--- src/rtl/core/sha512_pkg.sv ---
`default_nettype none
// ----------------------------------------------------------------------------
// SHA-512 core package
// Shared sizes, item and control types, the round constant table, the
// initial hash value and the SHA-512 bit-mixing functions.
// ----------------------------------------------------------------------------
package sha512_pkg;

  localparam int unsigned BLOCK_WORDS = 16;
  localparam int unsigned ROUNDS      = 80;
  localparam int unsigned WORD_W      = 64;
  localparam int unsigned HASH_WORDS  = 8;
  localparam int unsigned WCNT_W      = $clog2(BLOCK_WORDS);
  localparam int unsigned ROUND_W     = $clog2(ROUNDS);
  localparam int unsigned IDX_W       = $clog2(HASH_WORDS);

  localparam logic [WCNT_W-1:0]  LAST_WORD  = WCNT_W'(BLOCK_WORDS - 1);
  localparam logic [ROUND_W-1:0] LAST_ROUND = ROUND_W'(ROUNDS - 1);
  localparam logic [IDX_W-1:0]   LAST_IDX   = IDX_W'(HASH_WORDS - 1);

  typedef logic [WORD_W-1:0] word_t;
  typedef word_t hash_t [HASH_WORDS];

  // One message word with its framing flags.
  typedef struct packed {
    logic [63:0] message_word;
    logic        new_message;
    logic        final_block;
  } in_item_t;

  // One word of the digest.
  typedef struct packed {
    logic [63:0] digest_word;
    logic [2:0]  digest_index;
    logic        last_word;
  } out_item_t;

  // Sequencer states.
  typedef enum logic [1:0] {
    S_LOAD,
    S_ROUND,
    S_ADD,
    S_OUT
  } state_e;

  // Controls for the schedule window.
  typedef struct packed {
    logic load;
    logic step;
  } sched_ctrl_t;

  // Controls for the round unit.
  typedef struct packed {
    logic init;
    logic step;
  } round_ctrl_t;

  localparam hash_t INIT_HASH = '{
    64'h6a09e667f3bcc908, 64'hbb67ae8584caa73b,
    64'h3c6ef372fe94f82b, 64'ha54ff53a5f1d36f1,
    64'h510e527fade682d1, 64'h9b05688c2b3e6c1f,
    64'h1f83d9abfb41bd6b, 64'h5be0cd19137e2179
  };

  localparam word_t ROUND_K [ROUNDS] = '{
    64'h428a2f98d728ae22, 64'h7137449123ef65cd, 64'hb5c0fbcfec4d3b2f, 64'he9b5dba58189dbbc,
    64'h3956c25bf348b538, 64'h59f111f1b605d019, 64'h923f82a4af194f9b, 64'hab1c5ed5da6d8118,
    64'hd807aa98a3030242, 64'h12835b0145706fbe, 64'h243185be4ee4b28c, 64'h550c7dc3d5ffb4e2,
    64'h72be5d74f27b896f, 64'h80deb1fe3b1696b1, 64'h9bdc06a725c71235, 64'hc19bf174cf692694,
    64'he49b69c19ef14ad2, 64'hefbe4786384f25e3, 64'h0fc19dc68b8cd5b5, 64'h240ca1cc77ac9c65,
    64'h2de92c6f592b0275, 64'h4a7484aa6ea6e483, 64'h5cb0a9dcbd41fbd4, 64'h76f988da831153b5,
    64'h983e5152ee66dfab, 64'ha831c66d2db43210, 64'hb00327c898fb213f, 64'hbf597fc7beef0ee4,
    64'hc6e00bf33da88fc2, 64'hd5a79147930aa725, 64'h06ca6351e003826f, 64'h142929670a0e6e70,
    64'h27b70a8546d22ffc, 64'h2e1b21385c26c926, 64'h4d2c6dfc5ac42aed, 64'h53380d139d95b3df,
    64'h650a73548baf63de, 64'h766a0abb3c77b2a8, 64'h81c2c92e47edaee6, 64'h92722c851482353b,
    64'ha2bfe8a14cf10364, 64'ha81a664bbc423001, 64'hc24b8b70d0f89791, 64'hc76c51a30654be30,
    64'hd192e819d6ef5218, 64'hd69906245565a910, 64'hf40e35855771202a, 64'h106aa07032bbd1b8,
    64'h19a4c116b8d2d0c8, 64'h1e376c085141ab53, 64'h2748774cdf8eeb99, 64'h34b0bcb5e19b48a8,
    64'h391c0cb3c5c95a63, 64'h4ed8aa4ae3418acb, 64'h5b9cca4f7763e373, 64'h682e6ff3d6b2b8a3,
    64'h748f82ee5defb2fc, 64'h78a5636f43172f60, 64'h84c87814a1f0ab72, 64'h8cc702081a6439ec,
    64'h90befffa23631e28, 64'ha4506cebde82bde9, 64'hbef9a3f7b2c67915, 64'hc67178f2e372532b,
    64'hca273eceea26619c, 64'hd186b8c721c0c207, 64'heada7dd6cde0eb1e, 64'hf57d4f7fee6ed178,
    64'h06f067aa72176fba, 64'h0a637dc5a2c898a6, 64'h113f9804bef90dae, 64'h1b710b35131c471b,
    64'h28db77f523047d84, 64'h32caab7b40c72493, 64'h3c9ebe0a15c9bebc, 64'h431d67c49c100d4c,
    64'h4cc5d4becb3e42b6, 64'h597f299cfc657e2a, 64'h5fcb6fab3ad6faec, 64'h6c44198c4a475817
  };

  // Compression function mixers.
  function automatic word_t big_sigma0(input word_t x);
    return {x[27:0], x[63:28]} ^ {x[33:0], x[63:34]} ^ {x[38:0], x[63:39]};
  endfunction

  function automatic word_t big_sigma1(input word_t x);
    return {x[13:0], x[63:14]} ^ {x[17:0], x[63:18]} ^ {x[40:0], x[63:41]};
  endfunction

  // Message schedule mixers.
  function automatic word_t small_sigma0(input word_t x);
    return {x[0], x[63:1]} ^ {x[7:0], x[63:8]} ^ {7'd0, x[63:7]};
  endfunction

  function automatic word_t small_sigma1(input word_t x);
    return {x[18:0], x[63:19]} ^ {x[60:0], x[63:61]} ^ {6'd0, x[63:6]};
  endfunction

  function automatic word_t choose(input word_t e, input word_t f, input word_t g);
    return (e & f) ^ (~e & g);
  endfunction

  function automatic word_t majority(input word_t a, input word_t b, input word_t c);
    return (a & b) ^ (a & c) ^ (b & c);
  endfunction

endpackage
`default_nettype wire

--- src/rtl/core/sha512_round.sv ---
`default_nettype none
// ----------------------------------------------------------------------------
// SHA-512 round unit
// Holds the working variables a..h and performs one compression round per
// step. Init loads the variables from the chaining hash.
// ----------------------------------------------------------------------------
module sha512_round (
  input  wire                      clk_i,
  input  sha512_pkg::round_ctrl_t  ctrl_i,
  input  sha512_pkg::hash_t        hash_i,
  input  sha512_pkg::word_t        wt_i,
  input  sha512_pkg::word_t        k_i,
  output sha512_pkg::hash_t        vars_o
);

  sha512_pkg::hash_t vars_q;
  sha512_pkg::hash_t vars_d;
  sha512_pkg::word_t t1;
  sha512_pkg::word_t t2;

  // Round sums.
  assign t1 = vars_q[7] + sha512_pkg::big_sigma1(vars_q[4])
            + sha512_pkg::choose(vars_q[4], vars_q[5], vars_q[6]) + k_i + wt_i;
  assign t2 = sha512_pkg::big_sigma0(vars_q[0])
            + sha512_pkg::majority(vars_q[0], vars_q[1], vars_q[2]);

  // Load the chaining hash on init; otherwise rotate the variables and insert the two new values.
  always_comb begin
    if (ctrl_i.init) begin
      vars_d = hash_i;
    end else begin
      vars_d[0] = t1 + t2;
      vars_d[1] = vars_q[0];
      vars_d[2] = vars_q[1];
      vars_d[3] = vars_q[2];
      vars_d[4] = vars_q[3] + t1;
      vars_d[5] = vars_q[4];
      vars_d[6] = vars_q[5];
      vars_d[7] = vars_q[6];
    end
  end

  always_ff @(posedge clk_i) begin
    if (ctrl_i.init || ctrl_i.step) begin
      vars_q <= vars_d;
    end
  end

  assign vars_o = vars_q;

endmodule
`default_nettype wire

--- config.mk ---
export PLATFORM = sky130hd
export DESIGN_NAME = sha512_round
export DESIGN_NICKNAME = d
export VERILOG_FILES = /design/src/rtl/core/sha512_pkg.sv /design/src/rtl/core/sha512_round.sv
export SDC_FILE = /design/constraint.sdc
export NUM_CORES = 2
export LEC_CHECK = 0
export BUFFER_PORTS_ARGS = -buffer_cell sky130_fd_sc_hd__buf_2
export CAP_MARGIN = 20
export CORE_ASPECT_RATIO = 0.7
export CORE_MARGIN = 2
export CORE_UTILIZATION = 24
export DETAILED_ROUTE_END_ITERATION = 7
export GPL_ROUTABILITY_DRIVEN = 0
export SYNTH_ARGS = -nofsm -noshare
export SYNTH_HDL_FRONTEND = slang
export SYNTH_SLANG_ARGS = --single-unit
--- constraint.sdc ---
create_clock -name clk_i -period 10.15 [get_ports clk_i]
set_input_delay 2.03 -clock clk_i [delete_from_list [all_inputs] [get_ports clk_i]]
set_output_delay 2.03 -clock clk_i [all_outputs]
set_load 0.02 [all_outputs]
==> impl_metrics.env <==
export IMPL_ys_types=76
export IMPL_clock_latency_ns=0.68
export IMPL_ys_seq_elements=512
export IMPL_fin_crit_sh_pct=97.2
export IMPL_multi_input_area_um2=24600
export IMPL_via_per_inst=4.86
export IMPL_relSlewSlack_pct=20.3
export IMPL_area_growth_pct=29.0
export IMPL_cts_root_buf="clkbuf_16"
export IMPL_port_buffer_count=1154
export IMPL_synth_edf_count=512
export IMPL_worst_pin_slew_ns=1.19
export IMPL_wl_um=224000
export IMPL_startpoint="wt_i[1]"
export IMPL_finalSetupViolCount=0
export IMPL_nets=6514
export IMPL_hp_start="vars_o[159]"
export IMPL_fin_skew_ns=0.0344
export IMPL_ys_seq_area_share_pct=35.6
export IMPL_grt_pass1_vias=36500
export IMPL_clk_pin_slew_ns=0.06
export IMPL_yosys_warnings=0
export IMPL_yosys_area_top_type="edfxtp_1"
export IMPL_cts_tree="yes"
export IMPL_drtPass1Iterations=5
export IMPL_netlist_area_um2=43100
export IMPL_grt_start_max_net_pins=146
export IMPL_start_util_pct=24.1
export IMPL_cts_max_path_buffers=3
export IMPL_cts_sinks=512
export IMPL_hpwlAfterDp_um=191000
export IMPL_num_rows=130
export IMPL_routedWlPerCell_um=28.5
export IMPL_synth_area_leaders="edfxtp_1, fa_1, mux2_2, inv_1, xnor2_1"
export IMPL_grt_pass1_wl_um=293000
export IMPL_grt_util_all_layers_pct=23.3
export IMPL_fin_crit_ns=9.87
export IMPL_vias=38300
export IMPL_ios=1155
export IMPL_r2r_start="vars_o[214]"
export IMPL_slowest_delay_ns=0.56
export IMPL_yosys_top_cells_count="inv_1, edfxtp_1, mux2_2"
export IMPL_whs_ns=0.614
export IMPL_dieArea_um2=183000
export IMPL_slowest_stage="fa_1"
export IMPL_endpoint_kind="flop"
export IMPL_place_inst=7735
export IMPL_finalHoldViolCount=0
export IMPL_drt_initial_drc_count=3933
export IMPL_required_ns=10.67
export IMPL_grt_antenna_before_repair=107
export IMPL_synth_nets=5246
export IMPL_ys_flop_type="edfxtp_1"
export IMPL_die_x_um=511
export IMPL_ant_nets=0
export IMPL_avgSynthCellArea_um2=10.4
export IMPL_numCtsBuffers=67
export IMPL_slew_violations=0
export IMPL_hp_class="flop to flop"
export IMPL_area_sequential_um2=15400
export IMPL_n_fill_cell=18800
export IMPL_yosysMostFrequentCell="inv_1"
export IMPL_h_tree_depth=3
export IMPL_cp_start_kind="input pin"
export IMPL_arrival_ns=10.39
export IMPL_worstSetupPathType="input pin to flop"
export IMPL_drcViolationCount=0
export IMPL_maxCapViolCount=0
export IMPL_outcome="finished clean"
export IMPL_hold_buffers=0
export IMPL_fmax_ghz=0.101
export IMPL_syn_inst=4161
export IMPL_cp_max_fo=5
export IMPL_overflow=0
export IMPL_synth_top_area_share_pct=35.6
export IMPL_largest_reg_flops=512
export IMPL_dieHeight_um=359
export IMPL_core_um2=179000
export IMPL_instances_no_fill=7879
export IMPL_async_reset_ff_share_pct=0
export IMPL_drive_gt1_share_pct=35.9
==> final timing paths <==
path / cells past startpoint / slack [ns] / end
max: 37 / 0.28 / vars_o[496]
min: 1 / 0.61 / vars_o[95]
max reg2reg: 36 / 1.02 / vars_o[496]
min reg2reg: 1 / 0.61 / vars_o[95]
==> what timing repair did <==
| action | 4_1_cts | 5_1_grt |
|---|---|---|
| gates resized for setup | 1 | 21 |
| pin swaps | 0 | 4 |
| buffers inserted | 0 | 0 |
| setup endpoints to repair | 1 | 11 |
==> cell families after synthesis <==
logic type	count (synthesis)	synth area share [%]
AOI/OAI and AO/OA	837	12.4
and+or+nand+nor	580	6.29
adders and majority gates	444	17.3
buffers and inverters	892	7.76
muxes	456	11.8
DFF	512	35.6
xor gates and xnor gates	440	8.93
==> placed cells by master, fill, tap and decap left out, types with 10 or more instances in the layout <==
cell / synthesis / routed
a211oi_1: 24 / 24
a21o_1: 174 / 174
a21oi_1: 169 / 169
a221oi_1: 10 / 10
a31oi_1: 24 / 23
and2_1: 17 / 17
and3_1: 19 / 19
buf_2: 0 / 1153
buf_4: 0 / 261
bufinv_16: 0 / 10
clkbuf_16: 0 / 73
diode_2: 0 / 25
edfxtp_1: 512 / 512
fa_1: 253 / 253
ha_1: 189 / 189
inv_1: 671 / 671
mux2_2: 405 / 405
mux2i_1: 51 / 51
nand2_1: 242 / 242
nand2b_1: 20 / 20
nand3_1: 44 / 44
nand4_1: 34 / 34
nor2_1: 105 / 105
nor2b_1: 19 / 19
nor3_1: 32 / 32
o211ai_1: 13 / 13
o21a_1: 24 / 24
o21ai_0: 266 / 264
o21bai_1: 32 / 32
o31ai_1: 15 / 13
or3_1: 10 / 10
xnor2_1: 276 / 273
xor2_1: 164 / 162
==> metal layers <==
metal	wire, um	share of wire (%)	GRT usage (%)	vias up
li1	-	-	-	16800
met1	88000	39	28.5	19100
met2	103000	46	37.6	1968
met3	26000	12	9.78	358
met4	6760	3.0	6.81	84
met5	553	0.25	0	-
==> stage by stage <==
stage	setup WS, ns	util, %	TNS (ns)	cell area (um2)
floorplan	0.467	-	0	43100
global placement	-0.674	29.7	-4.38	53100
global route	-0.0423	31.1	-0.0690	55600
detailed placement	-0.766	29.7	-5.91	53100
CTS	0.136	31.0	0	55500
finish	0.282	31.1	0	55700
==> final cells by class <==
cell class | instances | share of cell area [%]
sequential | 512 | 27.6
multi-input combinational | 2757 | 44.1
clock inverter | 39 | 0.890
antenna | 25 | 0.112
timing repair buffer | 1419 | 14.1
clock buffer | 79 | 3.32
tap | 2376 | 5.34
inverter | 672 | 4.53
==> worst max-delay path: cells and delay by family <==
kind / cells / cell delay (ns)
buffers and inverters: 10 / 1.04
AND/OR/NAND/NOR: 4 / 0.62
adder cells (fa/ha/maj): 7 / 2.73
XOR/XNOR: 1 / 0.19
AO/OA/AOI/OAI: 15 / 3.76
Power is not shown: default switching activity piles up to over one toggle a cycle in this logic, so the estimate is an artifact.
