--- src/rtl/core/sha512_pkg.sv ---
`default_nettype none
// ----------------------------------------------------------------------------
// SHA-512 core package
// Shared sizes, item and control types, the round constant table, the
// initial hash value and the SHA-512 bit-mixing functions.
// ----------------------------------------------------------------------------
package sha512_pkg;

  localparam int unsigned BLOCK_WORDS = 16;
  localparam int unsigned ROUNDS      = 80;
  localparam int unsigned WORD_W      = 64;
  localparam int unsigned HASH_WORDS  = 8;
  localparam int unsigned WCNT_W      = $clog2(BLOCK_WORDS);
  localparam int unsigned ROUND_W     = $clog2(ROUNDS);
  localparam int unsigned IDX_W       = $clog2(HASH_WORDS);

  localparam logic [WCNT_W-1:0]  LAST_WORD  = WCNT_W'(BLOCK_WORDS - 1);
  localparam logic [ROUND_W-1:0] LAST_ROUND = ROUND_W'(ROUNDS - 1);
  localparam logic [IDX_W-1:0]   LAST_IDX   = IDX_W'(HASH_WORDS - 1);

  typedef logic [WORD_W-1:0] word_t;
  typedef word_t hash_t [HASH_WORDS];

  // One message word with its framing flags.
  typedef struct packed {
    logic [63:0] message_word;
    logic        new_message;
    logic        final_block;
  } in_item_t;

  // One word of the digest.
  typedef struct packed {
    logic [63:0] digest_word;
    logic [2:0]  digest_index;
    logic        last_word;
  } out_item_t;

  // Sequencer states.
  typedef enum logic [1:0] {
    S_LOAD,
    S_ROUND,
    S_ADD,
    S_OUT
  } state_e;

  // Controls for the schedule window.
  typedef struct packed {
    logic load;
    logic step;
  } sched_ctrl_t;

  // Controls for the round unit.
  typedef struct packed {
    logic init;
    logic step;
  } round_ctrl_t;

  localparam hash_t INIT_HASH = '{
    64'h6a09e667f3bcc908, 64'hbb67ae8584caa73b,
    64'h3c6ef372fe94f82b, 64'ha54ff53a5f1d36f1,
    64'h510e527fade682d1, 64'h9b05688c2b3e6c1f,
    64'h1f83d9abfb41bd6b, 64'h5be0cd19137e2179
  };

  localparam word_t ROUND_K [ROUNDS] = '{
    64'h428a2f98d728ae22, 64'h7137449123ef65cd, 64'hb5c0fbcfec4d3b2f, 64'he9b5dba58189dbbc,
    64'h3956c25bf348b538, 64'h59f111f1b605d019, 64'h923f82a4af194f9b, 64'hab1c5ed5da6d8118,
    64'hd807aa98a3030242, 64'h12835b0145706fbe, 64'h243185be4ee4b28c, 64'h550c7dc3d5ffb4e2,
    64'h72be5d74f27b896f, 64'h80deb1fe3b1696b1, 64'h9bdc06a725c71235, 64'hc19bf174cf692694,
    64'he49b69c19ef14ad2, 64'hefbe4786384f25e3, 64'h0fc19dc68b8cd5b5, 64'h240ca1cc77ac9c65,
    64'h2de92c6f592b0275, 64'h4a7484aa6ea6e483, 64'h5cb0a9dcbd41fbd4, 64'h76f988da831153b5,
    64'h983e5152ee66dfab, 64'ha831c66d2db43210, 64'hb00327c898fb213f, 64'hbf597fc7beef0ee4,
    64'hc6e00bf33da88fc2, 64'hd5a79147930aa725, 64'h06ca6351e003826f, 64'h142929670a0e6e70,
    64'h27b70a8546d22ffc, 64'h2e1b21385c26c926, 64'h4d2c6dfc5ac42aed, 64'h53380d139d95b3df,
    64'h650a73548baf63de, 64'h766a0abb3c77b2a8, 64'h81c2c92e47edaee6, 64'h92722c851482353b,
    64'ha2bfe8a14cf10364, 64'ha81a664bbc423001, 64'hc24b8b70d0f89791, 64'hc76c51a30654be30,
    64'hd192e819d6ef5218, 64'hd69906245565a910, 64'hf40e35855771202a, 64'h106aa07032bbd1b8,
    64'h19a4c116b8d2d0c8, 64'h1e376c085141ab53, 64'h2748774cdf8eeb99, 64'h34b0bcb5e19b48a8,
    64'h391c0cb3c5c95a63, 64'h4ed8aa4ae3418acb, 64'h5b9cca4f7763e373, 64'h682e6ff3d6b2b8a3,
    64'h748f82ee5defb2fc, 64'h78a5636f43172f60, 64'h84c87814a1f0ab72, 64'h8cc702081a6439ec,
    64'h90befffa23631e28, 64'ha4506cebde82bde9, 64'hbef9a3f7b2c67915, 64'hc67178f2e372532b,
    64'hca273eceea26619c, 64'hd186b8c721c0c207, 64'heada7dd6cde0eb1e, 64'hf57d4f7fee6ed178,
    64'h06f067aa72176fba, 64'h0a637dc5a2c898a6, 64'h113f9804bef90dae, 64'h1b710b35131c471b,
    64'h28db77f523047d84, 64'h32caab7b40c72493, 64'h3c9ebe0a15c9bebc, 64'h431d67c49c100d4c,
    64'h4cc5d4becb3e42b6, 64'h597f299cfc657e2a, 64'h5fcb6fab3ad6faec, 64'h6c44198c4a475817
  };

  // Compression function mixers.
  function automatic word_t big_sigma0(input word_t x);
    return {x[27:0], x[63:28]} ^ {x[33:0], x[63:34]} ^ {x[38:0], x[63:39]};
  endfunction

  function automatic word_t big_sigma1(input word_t x);
    return {x[13:0], x[63:14]} ^ {x[17:0], x[63:18]} ^ {x[40:0], x[63:41]};
  endfunction

  // Message schedule mixers.
  function automatic word_t small_sigma0(input word_t x);
    return {x[0], x[63:1]} ^ {x[7:0], x[63:8]} ^ {7'd0, x[63:7]};
  endfunction

  function automatic word_t small_sigma1(input word_t x);
    return {x[18:0], x[63:19]} ^ {x[60:0], x[63:61]} ^ {6'd0, x[63:6]};
  endfunction

  function automatic word_t choose(input word_t e, input word_t f, input word_t g);
    return (e & f) ^ (~e & g);
  endfunction

  function automatic word_t majority(input word_t a, input word_t b, input word_t c);
    return (a & b) ^ (a & c) ^ (b & c);
  endfunction

endpackage
`default_nettype wire

--- src/rtl/core/sha512_sched.sv ---
`default_nettype none
// ----------------------------------------------------------------------------
// SHA-512 message schedule window
// Sixteen-word shift line. Message words shift in during loading; each round
// shifts once and appends the next expanded schedule word. The oldest word
// is the round's schedule word.
// ----------------------------------------------------------------------------
module sha512_sched (
  input  wire                      clk_i,
  input  sha512_pkg::sched_ctrl_t  ctrl_i,
  input  sha512_pkg::word_t        load_word_i,
  output sha512_pkg::word_t        wt_o
);

  sha512_pkg::word_t win_q [sha512_pkg::BLOCK_WORDS];
  sha512_pkg::word_t win_d [sha512_pkg::BLOCK_WORDS];
  sha512_pkg::word_t next_word;

  // Next schedule word from the window taps.
  assign next_word = sha512_pkg::small_sigma1(win_q[14]) + win_q[9]
                   + sha512_pkg::small_sigma0(win_q[1]) + win_q[0];

  // Shift by one and append the loaded or expanded word at the young end.
  always_comb begin
    for (int i = 0; i < sha512_pkg::BLOCK_WORDS - 1; i++) begin
      win_d[i] = win_q[i+1];
    end
    win_d[sha512_pkg::BLOCK_WORDS-1] = ctrl_i.load ? load_word_i : next_word;
  end

  always_ff @(posedge clk_i) begin
    if (ctrl_i.load || ctrl_i.step) begin
      win_q <= win_d;
    end
  end

  assign wt_o = win_q[0];

endmodule
`default_nettype wire

--- config.mk ---
export PLATFORM = sky130hd
export DESIGN_NAME = sha512_sched
export DESIGN_NICKNAME = d
export VERILOG_FILES = /design/src/rtl/core/sha512_pkg.sv /design/src/rtl/core/sha512_sched.sv
export SDC_FILE = /design/constraint.sdc
export NUM_CORES = 1
export LEC_CHECK = 0
export BUFFER_PORTS_ARGS = -buffer_cell sky130_fd_sc_hd__buf_4
export CAP_MARGIN = 40
export CORE_MARGIN = 1.5
export CORE_UTILIZATION = 30
export CTS_CLUSTER_SIZE = 40
export DETAILED_ROUTE_END_ITERATION = 10
export PLACE_DENSITY = 0.45
export SYNTH_ARGS = -nofsm -noshare
export SYNTH_HDL_FRONTEND = slang
export SYNTH_SLANG_ARGS = --single-unit
--- constraint.sdc ---
create_clock -name clk_i -period 17.53 [get_ports clk_i]
set_input_delay 0.8765 -clock clk_i [delete_from_list [all_inputs] [get_ports clk_i]]
set_output_delay 0.8765 -clock clk_i [all_outputs]
set_load 0.01 [all_outputs]
==> metrics.yaml, run 1 <==
floorplanning:
  die_w_um: 372
  die_h_um: 372
  start_util_pct: 30.2
  core_mm2: 0.135
  fp-row-count: 135
  dieArea_mm2: 0.139
  pin_count: 131
clock_tree:
  cts-buffers-inserted: 106
  ctsResizeCount: 0
  clkTransAtPathRegs_ns: 0.06
  htree_num_levels: 3
  worstSkewPairLatency_ns: 0.72
  hold_buffers: 0
  root_buffer: "clkbuf_16"
  cts_sinks: 1024
  cts_tree: "built"
  ctsLongestPathBuffers: 3
  cts_setup_buffers: 0
synth:
  synth_edf_count: 1024
  synth.cell_area_mm2: 0.0409
  ys_warn_count: 0
  syn_avg_cell_area_um2: 17.4
  synth_flop_cell: "edfxtp_1"
  yosysSeqAreaShare_pct: 75.2
  async_reset_ff_share_pct: 0
  ys_types: 63
  syn_inst: 2352
  syn-num-nets: 2608
  ys_ff_latch: 1024
sta:
  fmax_mhz: 173
  hold_ws_ns: 0.407
  fin_tns_setup_ns: 0
  slew_viol_final: 0
  final_hold_viol_count: 0
  layout_setup_ws_ns: 11.76
  grt_setup_unrepaired: "no"
  fin_crit_sh_pct: 32.9
  slew_headroom_pct: 19.9
  finalCriticalPeriod_ns: 5.77
  setup_violations: 0
  tightest_slew_ns: 1.20
  skew_ns: 0.0300
detailed_routing:
  routedWlPerCell_um: 22.3
  drt_wl_total_um: 99000
  ant_nets: 0
  vias: 19842
  via_per_inst: 4.47
  drc_errors: 0
  drt_iter0_markers: 2046
  dr.pass1.iters: 5
worst_setup_path:
  crit_family: "compound AO/OA/AOI/OAI gates"
  r2r_slack_ns: 11.76
  critPathBufInv: 1
  start_kind: "flip-flop"
  crit-reg2reg-launch: "win_d[165]"
  cp_cell_sequence: "xor2_1, xnor2_1, fa_1, fa_1, inv_1, ha_1, nand2_1, nor3_1, nand3_1, o31ai_1, a21oi_1, o21ai_0, a21oi_1, and3_1, o31ai_1"
  crit_type: "flip-flop to flip-flop"
  r2r-end: "win_d[124]"
  cp_max_fo: 6
  slowest_delay_ns: 0.77
  reg2reg_depth: 15
  slowest_stage: "o21ai_0"
  cp.required_ns: 18.05
  cp.arrival_ns: 6.29
  cp-end-kind: "flip-flop"
finish:
  drive_above_1_share_pct: 12.5
  area_growth_pct: 16.5
  fin_nets: 2823
global_routing:
  antenna_found_initial: 3
  grt_max_degree: 208
  grt_usage_pct: 14.3
  grt_pass1_wl_um: 141000
  grt_overflow: 0
  grt_pass1_vias: 20086
run:
  max_cap_violations: 0
min_path:
  whs_endpoint: "win_d[990]"
  hp-class: "flip-flop to flip-flop"
  worstHoldStart: "win_d[926]"
  holdPathStages: 0
placement:
  dp_slack_ns: 11.87
  place_congestion: 0.875
  dpl.hpwl_um: 69600
  io_buffers: 130
run_status:
  status: "finished, final reports clean"
[layer usage]
layer / routed length [µm] / track usage [%] / vias up
li1: - / - / 8905
met1: 47200 / 21.1 / 10321
met2: 44100 / 21.3 / 508
met3: 5850 / 3.06 / 108
met4: 1900 / 3.78 / 0
met5: 0 / 0 / -
[synthesized netlist by cell type, types with 7 or more instances]
cell / instances / share of area [%]
a21boi_0: 7 / 0.13
a21o_1: 31 / 0.57
a21oi_1: 60 / 0.73
a31oi_1: 11 / 0.17
and3_1: 7 / 0.11
buf_2: 12 / 0.15
clkbuf_1: 26 / 0.24
edfxtp_1: 1024 / 75
fa_1: 126 / 6.2
ha_1: 63 / 1.9
inv_1: 268 / 2.5
nand2_1: 111 / 1.0
nand3_1: 16 / 0.20
nand4_1: 18 / 0.28
nor2_1: 33 / 0.30
nor3_1: 18 / 0.22
o21a_1: 14 / 0.26
o21ai_0: 91 / 1.1
o21bai_1: 17 / 0.31
o31ai_1: 8 / 0.15
xnor2_1: 174 / 3.7
xor2_1: 128 / 2.7
[worst register-to-register path, stage by stage, from the launching register on]
cell      delay [ns]
edfxtp_1        0.71
xor2_1          0.33
xnor2_1         0.19
fa_1            0.47
fa_1            0.49
inv_1           0.04
ha_1            0.36
nand2_1         0.18
nor3_1          0.32
nand3_1         0.11
o31ai_1         0.55
a21oi_1         0.36
o21ai_0         0.77
a21oi_1         0.21
and3_1          0.22
o31ai_1         0.26
[registers in the layout, summed over array words and instances, names as in the netlist]
register	count
wt_o	64
win_d	960
[metrics by stage]
step	instances	util, %	cell area, µm²
after floorplan	2352	-	40900
after global placement	4234	32.6	44100
after detailed placement	4240	32.7	44200
after CTS	4439	35.2	47700
after global routing	4439	35.2	47700
final	4440	35.2	47700
[worst max path at each step]
stage	from	depth (start not counted)	endpoint	slack [ns]
2_1_floorplan	ctrl_i[1]	2	win_d[1000]	3.22
3_3_place_gp	ctrl_i[1]	6	win_d[240]	11.35
3_5_place_dp	win_d[137]	15	win_d[126]	11.87
4_1_cts	win_d[161]	15	win_d[124]	11.83
5_1_grt	win_d[137]	15	win_d[126]	11.55
6_report	win_d[165]	15	win_d[124]	11.76
[layout make-up]
type	count	area (µm²)
Fill cell	12915	87600
Sequential cell	1024	30700
Multi-Input combinational cell	1019	8980
Clock buffer	123	2780
Tap cell	1781	2230
Timing Repair Buffer	147	1240
Inverter	269	1010
Clock inverter	76	674
Antenna cell	1	2.50
[cell families after synthesis]
logic type               share of synthesized area [%]
AO/OA/AOI/OAI                                     4.44
XOR/XNOR                                          6.47
adder cells (fa/ha/maj)                           8.09
buffers and inverters                             2.87
flip-flops                                        75.2
multiplexers                                     0.208
AND/OR/NAND/NOR                                   2.74
[placed cells by master, fill, tap and decap left out, types with 14 or more instances in the layout]
master and n:
ha_1 63, nor2_1 33, xor2_1 128, o21ai_0 91, nor3_1 18, clkbuf_16 109, nand3_1 16, nand4_1 18
o21bai_1 17, edfxtp_1 1024, buf_4 139, a21o_1 31, nand2_1 111, clkbuf_1 14, fa_1 126, clkinv_2 25
a21oi_1 60, xnor2_1 174, clkinv_1 22, inv_1 268, o21a_1 14
Power of run 1 is not shown: default switching activity piles up to over one toggle a cycle in this logic, so the estimate is an artifact.
==> run 2: changes to the inputs <==
--- a/config.mk
+++ b/config.mk
@@ -5,6 +5,7 @@
 export SDC_FILE = /design/constraint.sdc
 export NUM_CORES = 1
 export LEC_CHECK = 0
+export ABC_AREA = 1
 export BUFFER_PORTS_ARGS = -buffer_cell sky130_fd_sc_hd__buf_4
 export CAP_MARGIN = 40
 export CORE_MARGIN = 1.5
==> constraint.sdc (replaced) <==
create_clock -name clk_i -period 5.8 [get_ports clk_i]
set_input_delay 0.29 -clock clk_i [delete_from_list [all_inputs] [get_ports clk_i]]
set_output_delay 0.29 -clock clk_i [all_outputs]
set_load 0.01 [all_outputs]
==> run 2 against run 1 <==
Non-clock buffer count grew 76. Critical path depth grew 1. Clock-buffer cell count grew 6. Synthesized cell count grew 30%. Maximum frequency grew 18%. Synthesized area grew 4.7%. Critical endpoint is now win_d[102]. Via count grew 16%. Final area grew 6.5%. Clock skew grew 0.034 ns. Sequential share of layout area shrank 4.0 points.
==> metrics.yaml, run 2 <==
sta:
  grt_setup_unrepaired: "no"
  tightest_slew_ns: 0.976  # -0.226 ns
  fin_crit_sh_pct: 84.3  # +51 points
  final_hold_viol_count: 0  # unchanged
  slew_viol_final: 0  # unchanged
  finalCriticalPeriod_ns: 4.89  # -0.885 ns
  fmax_mhz: 205  # +18%
  slew_headroom_pct: 34.9  # +15 points
  skew_ns: 0.0641  # +0.0341 ns
  fin_tns_setup_ns: 0  # unchanged
  layout_setup_ws_ns: 0.911  # -10.84 ns
  setup_violations: 0  # unchanged
clock_tree:
  htree_num_levels: 3  # unchanged
  hold_buffers: 60  # +60
  clkTransAtPathRegs_ns: 0.07  # about the same
  cts-buffers-inserted: 112  # +5.7%
  cts_setup_buffers: 0  # unchanged
  worstSkewPairLatency_ns: 0.76  # +0.04 ns
  cts_sinks: 1024  # unchanged
  root_buffer: "clkbuf_16"
  ctsLongestPathBuffers: 3  # unchanged
  ctsResizeCount: 0  # unchanged
  cts_tree: "built"
worst_setup_path:
  slowest_delay_ns: 0.72  # -0.05 ns
  cp-end-kind: "flip-flop"
  start_kind: "flip-flop"
  critPathBufInv: 1  # unchanged
  crit_family: "simple AND/OR/NAND/NOR gates"
  cp.required_ns: 6.26  # -11.79 ns
  crit-reg2reg-launch: "win_d[137]"
  cp.depth: 16  # +1
  r2r_slack_ns: 0.91  # -10.84 ns
  reg2reg_depth: 16  # +1
  slowest_stage: "edfxtp_1"
  cp.arrival_ns: 5.35  # -0.94 ns
  cp_max_fo: 6  # unchanged
  crit_top_cell: "nand2_1"
  crit_type: "flip-flop to flip-flop"
  crit_start: "win_d[137]"
  cp_cell_sequence: "xnor2_1, xor2_1, fa_1, fa_1, inv_1, ha_1, nand2_1, nand3_1, nand2_1, nand2_1, nand2_1, nand3_2, nand3_1, nand3b_1, nand3_1, nand2_1"
detailed_routing:
  drc_errors: 0  # unchanged
  ant_nets: 0  # unchanged
  vias: 23059  # +16%
  dr.pass1.iters: 5  # unchanged
  drt_wl_total_um: 119000  # +20%
  routedWlPerCell_um: 22.1  # -1.0%
  via_per_inst: 4.28  # -4.1%
  drt_iter0_markers: 2173  # +6.2%
synth:
  syn_inst: 3069  # +30%
  synth_edf_count: 1024  # unchanged
  synth_top_family_by_area: "simple AND/OR/NAND/NOR gates"
  syn_avg_cell_area_um2: 14.0  # -20%
  yosys.area_share.simple_pct: 8.93  # +6.2 points
  synth_flop_cell: "edfxtp_1"
  ys_warn_count: 0  # unchanged
  synth_mux_area_share_pct: 0  # -0.21 points
  ys_types: 33  # -48%
  ys_ff_latch: 1024  # unchanged
  yosysSeqAreaShare_pct: 71.8  # -3.4 points
  netlist.top_cell.by_area: "edfxtp_1"
  syn-num-nets: 3325  # +27%
  synth.top_cells.by_area: "edfxtp_1, fa_1, nand2_1"
  synth.cell_area_mm2: 0.0428  # +4.7%
  synth.top_cell.area_share_pct: 71.8  # -3.4 points
  synth_xor_xnor_area_share_pct: 5.48  # -0.98 points
  synth_compound_area_share_pct: 0.956  # -3.5 points
  async_reset_ff_share_pct: 0  # unchanged
  synthAdderAreaFrac_pct: 7.73  # -0.36 points
  yosysMostFrequentCell: "edfxtp_1"
  synth_top_cells_by_count: "edfxtp_1, nand2_1, inv_1, xnor2_1, fa_1"
placement:
  io_buffers: 130  # unchanged
  dpl.hpwl_um: 88600  # +27%
  place_congestion: 0.930  # +6.3%
  dp_slack_ns: 0.853  # -11.02 ns
floorplanning:
  die_h_um: 381  # +2.3%
  core_mm2: 0.142  # +4.6%
  dieArea_mm2: 0.145  # +4.6%
  fp-row-count: 138  # +2.2%
  start_util_pct: 30.2  # about the same
  pin_count: 131  # unchanged
  die_w_um: 381  # +2.3%
finish:
  layout_commonest_cell: "edfxtp_1"
  drive_above_1_share_pct: 11.0  # -1.5 points
  regArea_mm2: 0.0307  # unchanged
  layout_common_cells: "edfxtp_1, nand2_1, inv_1"
  fin_util_pct: 35.9  # +0.63 points
  fillers: 13906  # +7.7%
  area_growth_pct: 18.6
  largest_reg_flops: 960  # unchanged
  fin_nets: 3648  # +29%
  multi_input_area_mm2: 0.00989  # +10%
global_routing:
  grt_usage_pct: 16.4  # +2.1 points
  grt_pass1_vias: 22886  # +14%
  antenna_found_initial: 8  # +5
  grt_overflow: 0  # unchanged
  grt_pass1_wl_um: 167000  # +18%
  grt_max_degree: 159  # -24%
min_path:
  hp-class: "primary input to flip-flop"
  worstHoldStart: "load_word_i[47]"
  holdPathStages: 3  # +3
run_status:
  status: "finished, final reports clean"
run:
  max_cap_violations: 0  # unchanged
run 2: cell count changes after synthesis, moves of 11 or more:
cell      delta
a31oi_1     -11
xnor2_1     -20
o21a_1      -14
nor2_1      +68
nand2_1    +560
o21bai_1    -14
clkbuf_1    -16
xor2_1      -14
nand3_1     +68
o21ai_0     -71
a21o_1      -31
inv_1      +289
nor2_2      +15
a21oi_1     -15
run 2: kinds of logic (layout without fill, tap and decap cells):
logic type / count (synthesis) / count (layout)
fa+ha+maj: 189 / 189
xor+xnor: 268 / 268
flops: 1024 / 1024
simple gates: 929 / 929
other cells: 0 / 2
compound gates: 79 / 79
buf+inv: 580 / 1002
run 2: path summary, 6_finish.rpt:
kind	end
max reg2reg	win_d[102]
max	win_d[102]
min reg2reg	win_d[1014]
min	win_d[111]
run 2: final cells by class:
type / count / area share [%]
Sequential cell: 1024 / 60.6
Multi-Input combinational cell: 1465 / 19.5
Clock buffer: 129 / 5.69
Tap cell: 1890 / 4.66
Inverter: 566 / 4.18
Timing Repair Buffer: 223 / 3.83
Clock inverter: 84 / 1.60
Antenna cell: 2 / 0.00986
run 2: per-stage QoR:
step | instance area (µm²) | hold WS (ns) | std cells
5_1_grt | 50800 | 0.00527 | 5381
3_5_place_dp | 46500 | 0.405 | 5108
3_3_place_gp | 46400 | 0.400 | 5106
4_1_cts | 50800 | 0.0157 | 5381
6_report | 50800 | 0.0616 | 5383
2_1_floorplan | 42800 | 0.400 | 3069
run 2: routing by layer:
layer,GRT usage (%),up-vias,wire [µm]
li1,-,10763,-
met1,23.7,11635,56700
met2,24.8,509,52800
met3,2.63,150,5110
met4,6.29,2,4050
met5,0,-,13
run 2: worst reg2reg max path: stages, from the launching register on:
cell and delay [ns]:
edfxtp_1 0.72, xnor2_1 0.63, xor2_1 0.23, fa_1 0.47, fa_1 0.55, inv_1 0.04
ha_1 0.36, nand2_1 0.11, nand3_1 0.24, nand2_1 0.14, nand2_1 0.14, nand2_1 0.12
nand3_2 0.28, nand3_1 0.24, nand3b_1 0.09, nand3_1 0.15, nand2_1 0.06
Power of run 2 is left out for the same reason.
==> run 3: changes to the inputs <==
--- a/config.mk
+++ b/config.mk
@@ -12,7 +12,7 @@
 export CORE_UTILIZATION = 30
 export CTS_CLUSTER_SIZE = 40
 export DETAILED_ROUTE_END_ITERATION = 10
-export PLACE_DENSITY = 0.45
+export PLACE_DENSITY = 0.47
 export SYNTH_ARGS = -nofsm -noshare
 export SYNTH_HDL_FRONTEND = slang
 export SYNTH_SLANG_ARGS = --single-unit
==> constraint.sdc (replaced) <==
create_clock -name clk_i -period 3.95 [get_ports clk_i]
set_input_delay 0.1975 -clock clk_i [delete_from_list [all_inputs] [get_ports clk_i]]
set_output_delay 0.1975 -clock clk_i [all_outputs]
set_load 0.01 [all_outputs]
==> run 3 against run 2 <==
The flow now finishes with violations (negative setup slack). Final area grew 12%. Die area is the same. Via count grew 5.2%. Hold slack gained 0.066 ns. Final cell count grew 7.5%. Non-clock buffer count grew 412. Global-route usage grew 0.11 points.
==> metrics.yaml, run 3 (synthesis gave the netlist of run 2 again) <==
worst_setup_path:
  reg2reg_depth: 20  # +4
  start_kind: "flip-flop"
  cp.arrival_ns: 4.55  # -0.80 ns
  cp-end-kind: "flip-flop"
  cp.required_ns: 4.43  # -1.83 ns
  cp_max_fo: 4  # -2
  r2r_slack_ns: -0.12  # -1.03 ns
  slowest_delay_ns: 0.56  # -0.16 ns
  slowest_stage: "fa_1"
  crit_type: "flip-flop to flip-flop"
  cp_cell_sequence: "buf_12, xnor2_4, xor2_4, fa_1, fa_1, inv_2, ha_4, nand2_4, nor2_4, inv_4, nor3_4, buf_6, buf_6, nand2_4, nor2_4, nand2_2, nand3_2, nand2_1, nand3_2, nand2_2"
floorplanning:
  core_mm2: 0.142  # unchanged
  start_util_pct: 30.2  # unchanged
  die_h_um: 381  # unchanged
  die_w_um: 381  # unchanged
  fp-row-count: 138  # unchanged
  pin_count: 131  # unchanged
  dieArea_mm2: 0.145  # unchanged
global_routing:
  grt_usage_pct: 16.5  # +0.11 points
  grt_overflow: 0  # unchanged
  grt_pass1_wl_um: 170000  # +1.8%
  grt_pass1_vias: 24418  # +6.7%
  grt_max_degree: 156  # -1.9%
  antenna_found_initial: 5  # -3
placement:
  place_area_mm2: 0.0492  # +5.8%
  dpl.hpwl_um: 90200  # +1.7%
  io_buffers: 130  # unchanged
  dp_slack_ns: -1.11  # -1.96 ns
  place_congestion: 0.886  # -4.7%
clock_tree:
  worstSkewPairLatency_ns: 0.75  # about the same
  cts_tree: "built"
  root_buffer: "clkbuf_16"
  clkTransAtPathRegs_ns: 0.06  # about the same
  ctsLongestPathBuffers: 3  # unchanged
  cts_sinks: 1024  # unchanged
  htree_num_levels: 3  # unchanged
  cts-buffers-inserted: 109  # -2.7%
finish:
  layout_commonest_cell: "edfxtp_1"
  drive_above_1_share_pct: 31.5  # +20 points
  fin_nets: 4057  # +11%
  largest_reg_flops: 960  # unchanged
  area_growth_pct: 32.9
  layout_common_cells: "edfxtp_1, inv_1, nand2_1"
  fin_area_mm2: 0.0569  # +12%
sta:
  hold_ws_ns: 0.128  # +0.0662 ns
  slew_viol_final: 0  # unchanged
  fin_crit_sh_pct: 103  # +19 points
  skew_ns: 0.0472  # -0.0169 ns
  layout_setup_ws_ns: -0.116  # -1.03 ns
  grt_setup_unrepaired: "yes"
  fmax_mhz: 246  # +20%
  final_hold_viol_count: 0  # unchanged
  slew_headroom_pct: 43.7  # +8.8 points
  setup_violations: 20  # +20
  finalCriticalPeriod_ns: 4.07  # -0.823 ns
  tightest_slew_ns: 0.844  # -0.132 ns
detailed_routing:
  ant_nets: 0  # unchanged
  drt_wl_total_um: 120000  # +1.0%
  via_per_inst: 4.19  # -2.1%
  drt_iter0_markers: 2021  # -7.0%
  drc_errors: 0  # unchanged
  routedWlPerCell_um: 20.7  # -6.0%
  vias: 24262  # +5.2%
  dr.pass1.iters: 5  # unchanged
run_status:
  violations: "negative setup slack"
  status: "complete, but fails checks"
run:
  max_cap_violations: 0  # unchanged
min_path:
  hp-class: "primary input to flip-flop"
  holdPathStages: 3  # unchanged
-- run 3: layer usage --
layer | part of all wire (%) | GRT usage, %
met4 | 3.0 | 5.53
met3 | 4.2 | 2.99
met2 | 46 | 25.4
met5 | 0 | 0
met1 | 47 | 23.6
-- run 3: area by class of cell --
class,instances,area [µm²]
inverter,566,2130
multi-input combinational,1465,12800
antenna,2,5.00
tap,1890,2360
clock inverter,67,559
timing repair buffer,635,5410
sequential,1024,30700
fill,13394,84700
clock buffer,137,2900
-- run 3: critical path, delay by kind of cell (launching register included) --
family | cells | cell delay (ns)
buffers and inverters | 5 | 0.55
adders and majority gates | 3 | 1.38
DFF | 1 | 0.43
xor gates and xnor gates | 2 | 0.57
and+or+nand+nor | 10 | 0.89
-- run 3: repair_timing --
item,4_1_cts,5_1_grt
hold endpoints to repair,64,0
hold buffers,64,0
pin swaps,73,144
gates resized for setup,295,366
endpoints found under the setup margin,56,53
buffers inserted,45,25
cloned,0,0
-- run 3: path summary, 6_finish.rpt --
| check | start | end |
|---|---|---|
| max | win_d[158] | win_d[114] |
| min | ctrl_i[1] | win_d[121] |
| max reg2reg | win_d[158] | win_d[114] |
| min reg2reg | win_d[823] | win_d[887] |
-- run 3: per-stage QoR --
step                instances  util [%]  TNS (ns)
global route             5786      40.2     -5.28
global placement         5456      34.7    -33.74
CTS                      5768      39.0    -0.742
detailed placement       5457      34.7    -32.38
floorplan                3069         -  -4488.09
finish                   5786      40.2    -0.694
Power of run 3 is left out for the same reason.
